<file path="config.mk">
export PLATFORM = sky130hd
export DESIGN_NAME = mail_address_finder
export DESIGN_NICKNAME = d
export VERILOG_FILES = /design/src/rtl/maf_pkg.sv /design/src/rtl/maf_front.sv /design/src/rtl/maf_queue.sv /design/src/rtl/maf_back.sv /design/src/rtl/mail_address_finder.sv
export SDC_FILE = /design/constraint.sdc
export NUM_CORES = 1
export LEC_CHECK = 0
export BUFFER_PORTS_ARGS = -buffer_cell sky130_fd_sc_hd__buf_2
export CORE_ASPECT_RATIO = 1.1
export CORE_MARGIN = 5
export CORE_UTILIZATION = 55
export DETAILED_ROUTE_END_ITERATION = 12
export MAX_ROUTING_LAYER = met4
export PLACE_DENSITY = 0.78
export SYNTH_ARGS = -nofsm -noshare
export SYNTH_HDL_FRONTEND = slang
export SYNTH_SLANG_ARGS = --single-unit
</file>
<file path="constraint.sdc">
create_clock -name clk -period 7.4 [get_ports clk]
set_input_delay 0.37 -clock clk [delete_from_list [all_inputs] [get_ports clk]]
set_output_delay 0.37 -clock clk [all_outputs]
set_load 0.1 [all_outputs]
</file>
<file path="src/rtl/maf_pkg.sv">
// ----------------------------------------------------------------------------
// maf_pkg
// shared types and constants for the mail address finder
// ----------------------------------------------------------------------------
package maf_pkg;

    localparam int MAX_LINE_DEF = 4096;

    // character queue between front and back
    localparam int FQ_DEPTH = 4;
    localparam int FQ_AW    = $clog2(FQ_DEPTH);
    localparam int FQ_CW    = $clog2(FQ_DEPTH + 1);

    localparam int CHAR_W  = 16;
    localparam int START_W = 12;
    localparam int BEGIN_W = 12;
    localparam int END_W   = 13;
    localparam int S_DATA_W = 32;
    localparam int M_DATA_W = 32;

    localparam logic [CHAR_W-1:0] CH_AT    = 16'd64;
    localparam logic [CHAR_W-1:0] CH_DOT   = 16'd46;
    localparam logic [CHAR_W-1:0] CH_TILDE = 16'd126;
    localparam logic [CHAR_W-1:0] CH_UNDER = 16'd95;
    localparam logic [CHAR_W-1:0] CH_BSL   = 16'd92;
    localparam logic [CHAR_W-1:0] CH_EQ    = 16'd61;
    localparam logic [CHAR_W-1:0] CH_HASH  = 16'd35;
    localparam logic [CHAR_W-1:0] CH_PLUS  = 16'd43;
    localparam logic [CHAR_W-1:0] CH_LOWER_A = 16'd97;
    localparam logic [CHAR_W-1:0] CH_LOWER_Z = 16'd122;
    localparam logic [CHAR_W-1:0] CH_UPPER_A = 16'd65;
    localparam logic [CHAR_W-1:0] CH_UPPER_Z = 16'd90;
    localparam logic [CHAR_W-1:0] CH_DASH    = 16'd45;
    localparam logic [CHAR_W-1:0] CH_COLON   = 16'd58;
    localparam logic [CHAR_W-1:0] CH_DOLLAR  = 16'd36;
    localparam logic [CHAR_W-1:0] CH_AMP     = 16'd38;

    typedef struct packed {
        logic mail;
        logic at;
        logic dot;
    } char_class_t;

    typedef struct packed {
        logic                last;
        logic [START_W-1:0]  search_start;
        char_class_t         cls;
    } fq_entry_t;

    typedef struct packed {
        logic      valid;
        fq_entry_t entry;
    } fq_push_t;

endpackage

</file>
<file path="src/rtl/maf_front.sv">
// ----------------------------------------------------------------------------
// maf_front
// accepts characters and classifies them for the back end
// ----------------------------------------------------------------------------
module maf_front (
    input  logic                        s_tvalid,
    output logic                        s_tready,
    input  logic [maf_pkg::S_DATA_W-1:0] s_tdata,  // char_code[15:0], search_start[27:16]
    input  logic                        s_tlast,   // last_char
    input  logic                        q_full,
    output maf_pkg::fq_push_t           push
);
    import maf_pkg::*;

    logic [CHAR_W-1:0] c;
    char_class_t       cls;

    assign c = s_tdata[CHAR_W-1:0];

    always_comb
    begin
        cls.mail = c inside {CH_TILDE, [CH_LOWER_A:CH_LOWER_Z], CH_UNDER,
                             [CH_UPPER_A:CH_UPPER_Z], CH_BSL, [CH_DASH:CH_COLON],
                             CH_EQ, [CH_DOLLAR:CH_AMP], CH_HASH, CH_PLUS};
        cls.at   = (c == CH_AT);
        cls.dot  = (c == CH_DOT);
    end

    assign s_tready = !q_full;

    always_comb
    begin
        push.valid              = s_tvalid && !q_full;
        push.entry.last         = s_tlast;
        push.entry.search_start = s_tdata[CHAR_W+START_W-1:CHAR_W];
        push.entry.cls          = cls;
    end

endmodule

</file>
<file path="src/rtl/maf_queue.sv">
// ----------------------------------------------------------------------------
// maf_queue
// short fifo of classified characters between front and back
// ----------------------------------------------------------------------------
module maf_queue (
    input  logic                clk,
    input  logic                rst_n,
    input  maf_pkg::fq_push_t   push,
    output logic                full,
    output logic                q_valid,
    output maf_pkg::fq_entry_t  q_entry,
    input  logic                q_ready
);
    import maf_pkg::*;

    fq_entry_t        mem [FQ_DEPTH];
    logic [FQ_AW-1:0] wr_ptr_reg, wr_ptr_next;
    logic [FQ_AW-1:0] rd_ptr_reg, rd_ptr_next;
    logic [FQ_CW-1:0] count_reg, count_next;
    logic             pop;

    assign full    = (count_reg == FQ_CW'(FQ_DEPTH));
    assign q_valid = (count_reg != '0);
    assign q_entry = mem[rd_ptr_reg];
    assign pop     = q_valid && q_ready;

    always_comb
    begin
        wr_ptr_next = wr_ptr_reg;
        rd_ptr_next = rd_ptr_reg;
        count_next  = count_reg;
        if (push.valid)
        begin
            wr_ptr_next = (wr_ptr_reg == FQ_AW'(FQ_DEPTH - 1)) ? '0 : wr_ptr_reg + 1'b1;
        end
        if (pop)
        begin
            rd_ptr_next = (rd_ptr_reg == FQ_AW'(FQ_DEPTH - 1)) ? '0 : rd_ptr_reg + 1'b1;
        end
        if (push.valid && !pop)
        begin
            count_next = count_reg + 1'b1;
        end
        else if (pop && !push.valid)
        begin
            count_next = count_reg - 1'b1;
        end
    end

    always_ff @(posedge clk or negedge rst_n)
    begin
        if (!rst_n)
        begin
            wr_ptr_reg <= '0;
            rd_ptr_reg <= '0;
            count_reg  <= '0;
        end
        else
        begin
            wr_ptr_reg <= wr_ptr_next;
            rd_ptr_reg <= rd_ptr_next;
            count_reg  <= count_next;
        end
    end

    always_ff @(posedge clk)
    begin
        if (push.valid)
        begin
            mem[wr_ptr_reg] <= push.entry;
        end
    end

endmodule

</file>
<file path="src/rtl/maf_back.sv">
// ----------------------------------------------------------------------------
// maf_back
// per-line scan state and result register
// ----------------------------------------------------------------------------
module maf_back #(
    parameter int MAX_LINE = maf_pkg::MAX_LINE_DEF
) (
    input  logic                         clk,
    input  logic                         rst_n,
    input  logic                         q_valid,
    input  maf_pkg::fq_entry_t           q_entry,
    output logic                         q_ready,
    output logic                         m_tvalid,
    input  logic                         m_tready,
    output logic [maf_pkg::M_DATA_W-1:0] m_tdata,  // begin_pos[11:0], end_pos[24:12], overlong[25]
    output logic                         m_tuser   // found
);
    import maf_pkg::*;

    localparam int LPW = $clog2(MAX_LINE + 1);
    localparam int PW  = $clog2(MAX_LINE);

    logic [LPW-1:0]     line_pos_reg,    line_pos_next;
    logic [PW-1:0]      run_begin_reg,   run_begin_next;
    logic               prev_mail_reg,   prev_mail_next;
    logic               in_cand_reg,     in_cand_next;
    logic [PW-1:0]      cand_begin_reg,  cand_begin_next;
    logic               dot_seen_reg,    dot_seen_next;
    logic               line_done_reg,   line_done_next;
    logic [START_W-1:0] start_latch_reg, start_latch_next;
    logic               overflowed_reg,  overflowed_next;

    logic               out_valid_reg;
    logic               out_found_reg;
    logic [BEGIN_W-1:0] out_begin_reg;
    logic [END_W-1:0]   out_end_reg;
    logic               out_overlong_reg;

    logic               pop;
    logic               emit;
    logic               e_found;
    logic [PW-1:0]      e_begin_raw;
    logic [LPW-1:0]     e_end_raw;
    logic               e_overlong;
    logic [START_W-1:0] start_eff;
    logic               start_ok;
    logic               at_limit;
    logic [PW+BEGIN_W-1:0] begin_wide;
    logic [LPW+END_W-1:0]  end_wide;

    assign q_ready = !out_valid_reg || m_tready;
    assign pop     = q_valid && q_ready;

    // search start is taken with the first character of a line
    assign start_eff = (line_pos_reg == '0) ? q_entry.search_start : start_latch_reg;
    assign start_ok  = {{START_W{1'b0}}, line_pos_reg} >= {{LPW{1'b0}}, start_eff};
    assign at_limit  = line_pos_reg >= LPW'(MAX_LINE);

    always_comb
    begin
        line_pos_next    = line_pos_reg;
        run_begin_next   = run_begin_reg;
        prev_mail_next   = prev_mail_reg;
        in_cand_next     = in_cand_reg;
        cand_begin_next  = cand_begin_reg;
        dot_seen_next    = dot_seen_reg;
        line_done_next   = line_done_reg;
        start_latch_next = start_latch_reg;
        overflowed_next  = overflowed_reg;
        emit             = 1'b0;
        e_found          = 1'b0;
        e_begin_raw      = '0;
        e_end_raw        = '0;
        e_overlong       = 1'b0;

        if (pop)
        begin
            start_latch_next = start_eff;
            if (at_limit)
            begin
                overflowed_next = 1'b1;
            end
            else if (!line_done_reg)
            begin
                if (in_cand_reg)
                begin
                    if (q_entry.cls.mail)
                    begin
                        if (q_entry.cls.dot)
                        begin
                            dot_seen_next = 1'b1;
                        end
                    end
                    else
                    begin
                        in_cand_next = 1'b0;
                        if (dot_seen_reg)
                        begin
                            line_done_next = 1'b1;
                            emit           = 1'b1;
                            e_found        = 1'b1;
                            e_begin_raw    = cand_begin_reg;
                            e_end_raw      = line_pos_reg;
                            e_overlong     = overflowed_reg;
                        end
                    end
                end
                // the closing character of a rejected candidate may open a new one
                if (!line_done_next && !in_cand_next && q_entry.cls.at &&
                    prev_mail_reg && start_ok)
                begin
                    in_cand_next    = 1'b1;
                    cand_begin_next = run_begin_reg;
                    dot_seen_next   = 1'b0;
                end
                if (q_entry.cls.mail && !prev_mail_reg)
                begin
                    run_begin_next = line_pos_reg[PW-1:0];
                end
                prev_mail_next = q_entry.cls.mail;
                line_pos_next  = line_pos_reg + 1'b1;
            end

            if (q_entry.last)
            begin
                if (!line_done_next)
                begin
                    emit        = 1'b1;
                    e_found     = in_cand_next && dot_seen_next;
                    e_begin_raw = e_found ? cand_begin_next : '0;
                    e_end_raw   = e_found ? line_pos_next : '0;
                    e_overlong  = overflowed_next;
                end
                line_pos_next    = '0;
                run_begin_next   = '0;
                prev_mail_next   = 1'b0;
                in_cand_next     = 1'b0;
                cand_begin_next  = '0;
                dot_seen_next    = 1'b0;
                line_done_next   = 1'b0;
                start_latch_next = '0;
                overflowed_next  = 1'b0;
            end
        end
    end

    // positions are masked to the result field widths
    assign begin_wide = {{BEGIN_W{1'b0}}, e_begin_raw};
    assign end_wide   = {{END_W{1'b0}}, e_end_raw};

    always_ff @(posedge clk or negedge rst_n)
    begin
        if (!rst_n)
        begin
            line_pos_reg    <= '0;
            run_begin_reg   <= '0;
            prev_mail_reg   <= 1'b0;
            in_cand_reg     <= 1'b0;
            cand_begin_reg  <= '0;
            dot_seen_reg    <= 1'b0;
            line_done_reg   <= 1'b0;
            start_latch_reg <= '0;
            overflowed_reg  <= 1'b0;
            out_valid_reg   <= 1'b0;
        end
        else
        begin
            line_pos_reg    <= line_pos_next;
            run_begin_reg   <= run_begin_next;
            prev_mail_reg   <= prev_mail_next;
            in_cand_reg     <= in_cand_next;
            cand_begin_reg  <= cand_begin_next;
            dot_seen_reg    <= dot_seen_next;
            line_done_reg   <= line_done_next;
            start_latch_reg <= start_latch_next;
            overflowed_reg  <= overflowed_next;
            if (emit)
            begin
                out_valid_reg <= 1'b1;
            end
            else if (m_tready)
            begin
                out_valid_reg <= 1'b0;
            end
        end
    end

    always_ff @(posedge clk)
    begin
        if (emit)
        begin
            out_found_reg    <= e_found;
            out_begin_reg    <= begin_wide[BEGIN_W-1:0];
            out_end_reg      <= end_wide[END_W-1:0];
            out_overlong_reg <= e_overlong;
        end
    end

    assign m_tvalid = out_valid_reg;
    assign m_tuser  = out_found_reg;
    assign m_tdata  = {{(M_DATA_W - BEGIN_W - END_W - 1){1'b0}},
                       out_overlong_reg, out_end_reg, out_begin_reg};

endmodule

</file>
<file path="src/rtl/mail_address_finder.sv">
// ----------------------------------------------------------------------------
// mail_address_finder
// finds the first mail address of a streamed line of 16-bit characters
// ----------------------------------------------------------------------------
// result path: the character that decides a line's result is written into the queue,
//   then the back-end step loads the result register from it
// throughput: one character per cycle unless output stalls, set by the single-step scan update
// reset: clears the character queue, the line state and the output valid;
//   no clearing pass, the block is ready for characters straight out of reset
module mail_address_finder #(
    parameter int MAX_LINE = maf_pkg::MAX_LINE_DEF
) (
    input  logic                         clk,
    input  logic                         rst_n,
    input  logic                         s_tvalid,
    output logic                         s_tready,
    input  logic [maf_pkg::S_DATA_W-1:0] s_tdata,  // char_code[15:0], search_start[27:16]
    input  logic                         s_tlast,  // last_char
    output logic                         m_tvalid,
    input  logic                         m_tready,
    output logic [maf_pkg::M_DATA_W-1:0] m_tdata,  // begin_pos[11:0], end_pos[24:12], overlong[25]
    output logic                         m_tuser   // found
);
    import maf_pkg::*;

    fq_push_t  push;
    logic      q_full;
    logic      q_valid;
    logic      q_ready;
    fq_entry_t q_entry;

    maf_front u_front (
        .s_tvalid (s_tvalid),
        .s_tready (s_tready),
        .s_tdata  (s_tdata),
        .s_tlast  (s_tlast),
        .q_full   (q_full),
        .push     (push)
    );

    maf_queue u_queue (
        .clk     (clk),
        .rst_n   (rst_n),
        .push    (push),
        .full    (q_full),
        .q_valid (q_valid),
        .q_entry (q_entry),
        .q_ready (q_ready)
    );

    maf_back #(
        .MAX_LINE (MAX_LINE)
    ) u_back (
        .clk      (clk),
        .rst_n    (rst_n),
        .q_valid  (q_valid),
        .q_entry  (q_entry),
        .q_ready  (q_ready),
        .m_tvalid (m_tvalid),
        .m_tready (m_tready),
        .m_tdata  (m_tdata),
        .m_tuser  (m_tuser)
    );

endmodule

</file>
==> impl.org <==
** Outcome
- Status :: completed

** Synth
- Counting distinct cell types in the post-synthesis netlist gives 57.
- In this run the mean area of a mapped cell was 13.15 sq um.
- In this run, synthesis produced a sequential element count of 153.
- Counting flops with an async set or reset pin after synthesis yields a share of 40.52%.
- The synthesized design contains 91 enable-type register cells.
- Mapped cell area :: 6918 sq um
- Share of the yosys chip area belonging to registers :: 61.93%
- Dominant register cell in the synthesized netlist :: sky130_fd_sc_hd__edfxtp_1
- In the synthesized netlist, the number of instances is 526.
- Count of synthesis-stage warnings from yosys :: 0

** STA
- Max Transition Viols Final :: 0
- Between clock sinks in the finished design, the worst skew comes to 0.01035 ns.
- After layout, the worst setup slack is 3.327 ns.
- Setup violations remaining at the end of the flow were counted as 0.
- Final hold analysis gives a worst-case slack of 0.1400 ns.
- Final total negative setup slack :: 0 ns
- Highest achievable clock rate :: 245.5 MHz
- Slew @ Worst Pin :: 1.113 ns
- Subtracting the final worst setup slack from the clock period gives 4.073 ns.
- Number of hold-slack violations in the final timing report :: 0
- The worst path uses 55.04% of the clock period.
- Setup repair after global routing left no endpoint under its margin.
- Max-slew headroom at the worst pin :: 25.59%

** Worst setup path
- By startpoint and endpoint, the worst setup path is classified as register to register.
- At the worst endpoint, the arrival time is 4.41 ns.
- Setup crit start kind :: register
- The worst register-to-register path ends at u_back.cand_begin_reg[1].
- Register-to-register setup slack :: 3.33 ns
- Worst reg2reg path depth :: 12
- Of all nets on the critical path, the largest fanout is 13.
- Data required, critical path :: 7.74 ns
- The startpoint identified for the worst register-to-register timing path is u_back.line_pos_reg[0].
- STA classifies the critical path endpoint as a register.

** Place
- IO buf count :: 61
- Before CTS, the worst setup slack after placement is 3.329 ns.
- Detailed Place HPWL :: 9060 um
- Final Wtd Congestion :: 0.9094

** Power
- Across the VDD grid, the largest voltage drop is 401.2 uV.
- In this run the static leakage power is 3.234 nW.
- Power per cell area :: 461.0 nW/um^2

** Drt
- Final wirelength :: 13460 um
- Vias after detailed routing :: 4427
- After detailed routing, the number of remaining DRC violations is 0.
- Remaining number of nets flagged by the antenna check after routing :: 0
- Detailed Route Iter0 Violations :: 319
- Final routed wire length divided by cell count :: 18.05 um
- Using the TritonRoute via totals, the vias-per-cell ratio works out to 5.934.
- The first detailed-routing pass ran for 5 iterations.

** GRT
- Global-route wire length before repair :: 22560 um
- The number of global-route vias before repair is 4556.
- After global routing the overflow that remains totals 0.
- Entering global routing, the biggest net connects 63 pins.
- The initial antenna violation count was 0.
- Overall Global Routing Usage :: 19.95%

** Layout
- Layout Utilization :: 63.74%
- The area growth from synthesis to layout is 15.01%.
- After the last flow step, the layout net total stands at 634.
- The filler cells instantiated in the layout total 905.
- Diodes inserted :: 0
- Fraction of layout instances using a drive strength above 1 :: 21.73%
- Sequential cell area in the final layout :: 4284 sq um
- Multi-input gate area in the final layout :: 2416 sq um
- The register with the most flip-flops in the layout has 64 of them.

** Clock tree
- Number of buffers created by CTS :: 17
- CTS tree :: built
- The tree is rooted in a sky130_fd_sc_hd__clkbuf_16.
- For this design, the sink count on the clock tree is 153.
- Number of resized instances in the post-cts repair step :: 0
- Setup fix buffers added after clock tree synthesis :: 0
- No sink is reached through more buffers than the 2 on the longest clock path.
- The H-tree generated during clock tree synthesis spans 4 levels.
- In this run, post-CTS hold repair placed 0 buffers.
- Clock-pin slew of the registers on the worst-case setup and hold paths :: 0.06 ns
- The clock reaches the later pin of the worst-skew pair after 0.41 ns.

** Floorplan
- Starting density of the core :: 55.42%
- The total area inside the core boundary comes to 12480 sq um.
- 72 I/O pins were placed.
- From left edge to right edge, the die measures 116.9 um.
- The floorplan step defined a die boundary enclosing 14920 sq um.
- Die Y :: 127.6 um
- After floorplanning, the core was divided into 43 placement rows.

** Job
- Number of violations of the max-capacitance limit :: 0

** Hold path
- Worst min-delay path class :: input pin to asynchronous set/reset pin
==> critical path, cell delays in order, from the launching register on <==
cell and delay, ns:
sky130_fd_sc_hd__dfrtp_1 0.47, sky130_fd_sc_hd__inv_1 0.13, sky130_fd_sc_hd__ha_1 0.16, sky130_fd_sc_hd__nor4b_1 0.23
sky130_fd_sc_hd__nand3_1 0.59, sky130_fd_sc_hd__mux2_2 0.51, sky130_fd_sc_hd__ha_1 0.26, sky130_fd_sc_hd__nand2b_1 0.09
sky130_fd_sc_hd__a31oi_1 0.08, sky130_fd_sc_hd__o31ai_1 0.23, sky130_fd_sc_hd__o211ai_1 0.18, sky130_fd_sc_hd__nor2_1 0.80
sky130_fd_sc_hd__a22o_1 0.27
==> cells in the final DEF (no fill, tap or decap), types with 3 or more instances in the layout <==
master / netlist / final
sky130_fd_sc_hd__buf_4: 7 / 3
sky130_fd_sc_hd__a21o_1: 6 / 6
sky130_fd_sc_hd__and2_4: 9 / 9
sky130_fd_sc_hd__xor2_1: 3 / 3
sky130_fd_sc_hd__edfxtp_1: 91 / 91
sky130_fd_sc_hd__dfrtp_1: 62 / 62
sky130_fd_sc_hd__conb_1: 1 / 6
sky130_fd_sc_hd__inv_1: 7 / 7
sky130_fd_sc_hd__ha_1: 20 / 20
sky130_fd_sc_hd__nand2_1: 51 / 51
sky130_fd_sc_hd__nand4_1: 4 / 4
sky130_fd_sc_hd__buf_2: 9 / 61
sky130_fd_sc_hd__a22o_1: 25 / 25
sky130_fd_sc_hd__o31ai_1: 20 / 20
sky130_fd_sc_hd__and3_1: 8 / 8
sky130_fd_sc_hd__clkbuf_1: 17 / 5
sky130_fd_sc_hd__o21ai_0: 43 / 43
sky130_fd_sc_hd__a21oi_1: 13 / 13
sky130_fd_sc_hd__clkbuf_16: 0 / 18
sky130_fd_sc_hd__nor4_1: 4 / 4
sky130_fd_sc_hd__nor2_1: 20 / 20
sky130_fd_sc_hd__nand2b_1: 5 / 5
sky130_fd_sc_hd__bufinv_16: 0 / 7
sky130_fd_sc_hd__mux4_2: 16 / 16
sky130_fd_sc_hd__nand3_1: 19 / 19
sky130_fd_sc_hd__nor3_1: 7 / 7
sky130_fd_sc_hd__mux2i_1: 12 / 12
sky130_fd_sc_hd__and2_1: 5 / 5
sky130_fd_sc_hd__or2_2: 3 / 3
==> per-layer routing <==
| metal | global-route usage [%] | up-vias | wire (um) |
|---|---|---|---|
| li1 | - | 2073 | - |
| met1 | 24.82 | 2204 | 5521 |
| met2 | 33.11 | 136 | 7069 |
| met3 | 3.648 | 14 | 685 |
| met4 | 6.478 | 0 | 187 |
| met5 | - | - | 0 |
==> cell families (layout without fill, tap and decap cells) <==
kind of cell | Yosys count | after routing | share of synthesized area (%)
AOI/OAI and AO/OA | 122 | 122 | 11.72
xor gates and xnor gates | 4 | 4 | 0.5065
adders and majority gates | 21 | 21 | 3.907
buffers and inverters | 47 | 105 | 3.418
DFF | 153 | 153 | 61.93
muxes | 30 | 30 | 7.271
other | 1 | 6 | 0.05421
and+or+nand+nor | 148 | 148 | 11.20
==> synth_stat cells, drive strengths merged, types with 4 or more instances <==
| library cell | number | area, sq um |
|---|---|---|
| a22o | 25 | 219.0 |
| mux4 | 16 | 360.4 |
| dfrtp | 62 | 1551 |
| a21oi | 14 | 73.82 |
| a21o | 6 | 45.04 |
| edfxtp | 91 | 2733 |
| o31ai | 20 | 150.1 |
| nor2 | 20 | 75.07 |
| nand4 | 5 | 46.29 |
| and2 | 15 | 116.4 |
| nand3 | 19 | 95.09 |
| ha | 20 | 250.2 |
| nor4 | 4 | 25.02 |
| clkbuf | 17 | 63.81 |
| mux2i | 12 | 120.1 |
| inv | 8 | 30.03 |
| nand2 | 52 | 197.7 |
| nand2b | 5 | 31.28 |
| o21ai | 45 | 225.2 |
| and3 | 8 | 50.05 |
| nor3 | 8 | 45.04 |
| buf | 21 | 138.9 |
==> final cells by class <==
cell class | instances | share of cell area (%)
clock inverters | 8 | 2.705
clock buffers | 24 | 6.070
flip-flops and latches | 153 | 53.84
multi-input cells | 331 | 30.37
well taps | 157 | 2.469
inverters | 9 | 0.4246
repair buffers | 64 | 4.120
==> per-stage QoR <==
step | power [mW] | cells | instance area [sq um]
final | 3.668 | 746 | 7956
after global placement | 2.624 | 714 | 7258
after detailed placement | 2.678 | 714 | 7258
after floorplan | 2.409 | 531 | 6937
after CTS | 3.699 | 746 | 7956
after global routing | 3.851 | 746 | 7956
==> worst max-delay path by stage <==
| stage | slack (ns) | endpoint | start | cells past startpoint |
|---|---|---|---|---|
| after floorplan | 4.29 | u_back.cand_begin_reg[0] | u_queue.rd_ptr_reg[0] | 12 |
| after global placement | 3.48 | u_back.cand_begin_reg[7] | u_back.line_pos_reg[0] | 12 |
| after detailed placement | 3.33 | u_back.cand_begin_reg[8] | u_back.line_pos_reg[0] | 12 |
| after CTS | 3.28 | u_back.cand_begin_reg[1] | u_back.line_pos_reg[0] | 12 |
| after global routing | 2.91 | u_back.cand_begin_reg[8] | u_back.line_pos_reg[0] | 12 |
| final | 3.33 | u_back.cand_begin_reg[1] | u_back.line_pos_reg[0] | 12 |
==> power by group <==
| group | leakage [nW] | internal (mW) | switching, mW |
|---|---|---|---|
| sequential | 1.68 | 1.14 | 0.0997 |
| combinational | 1.21 | 0.345 | 1.07 |
| clock | 0.338 | 0.696 | 0.319 |
Power figures use the tool's default switching activity.
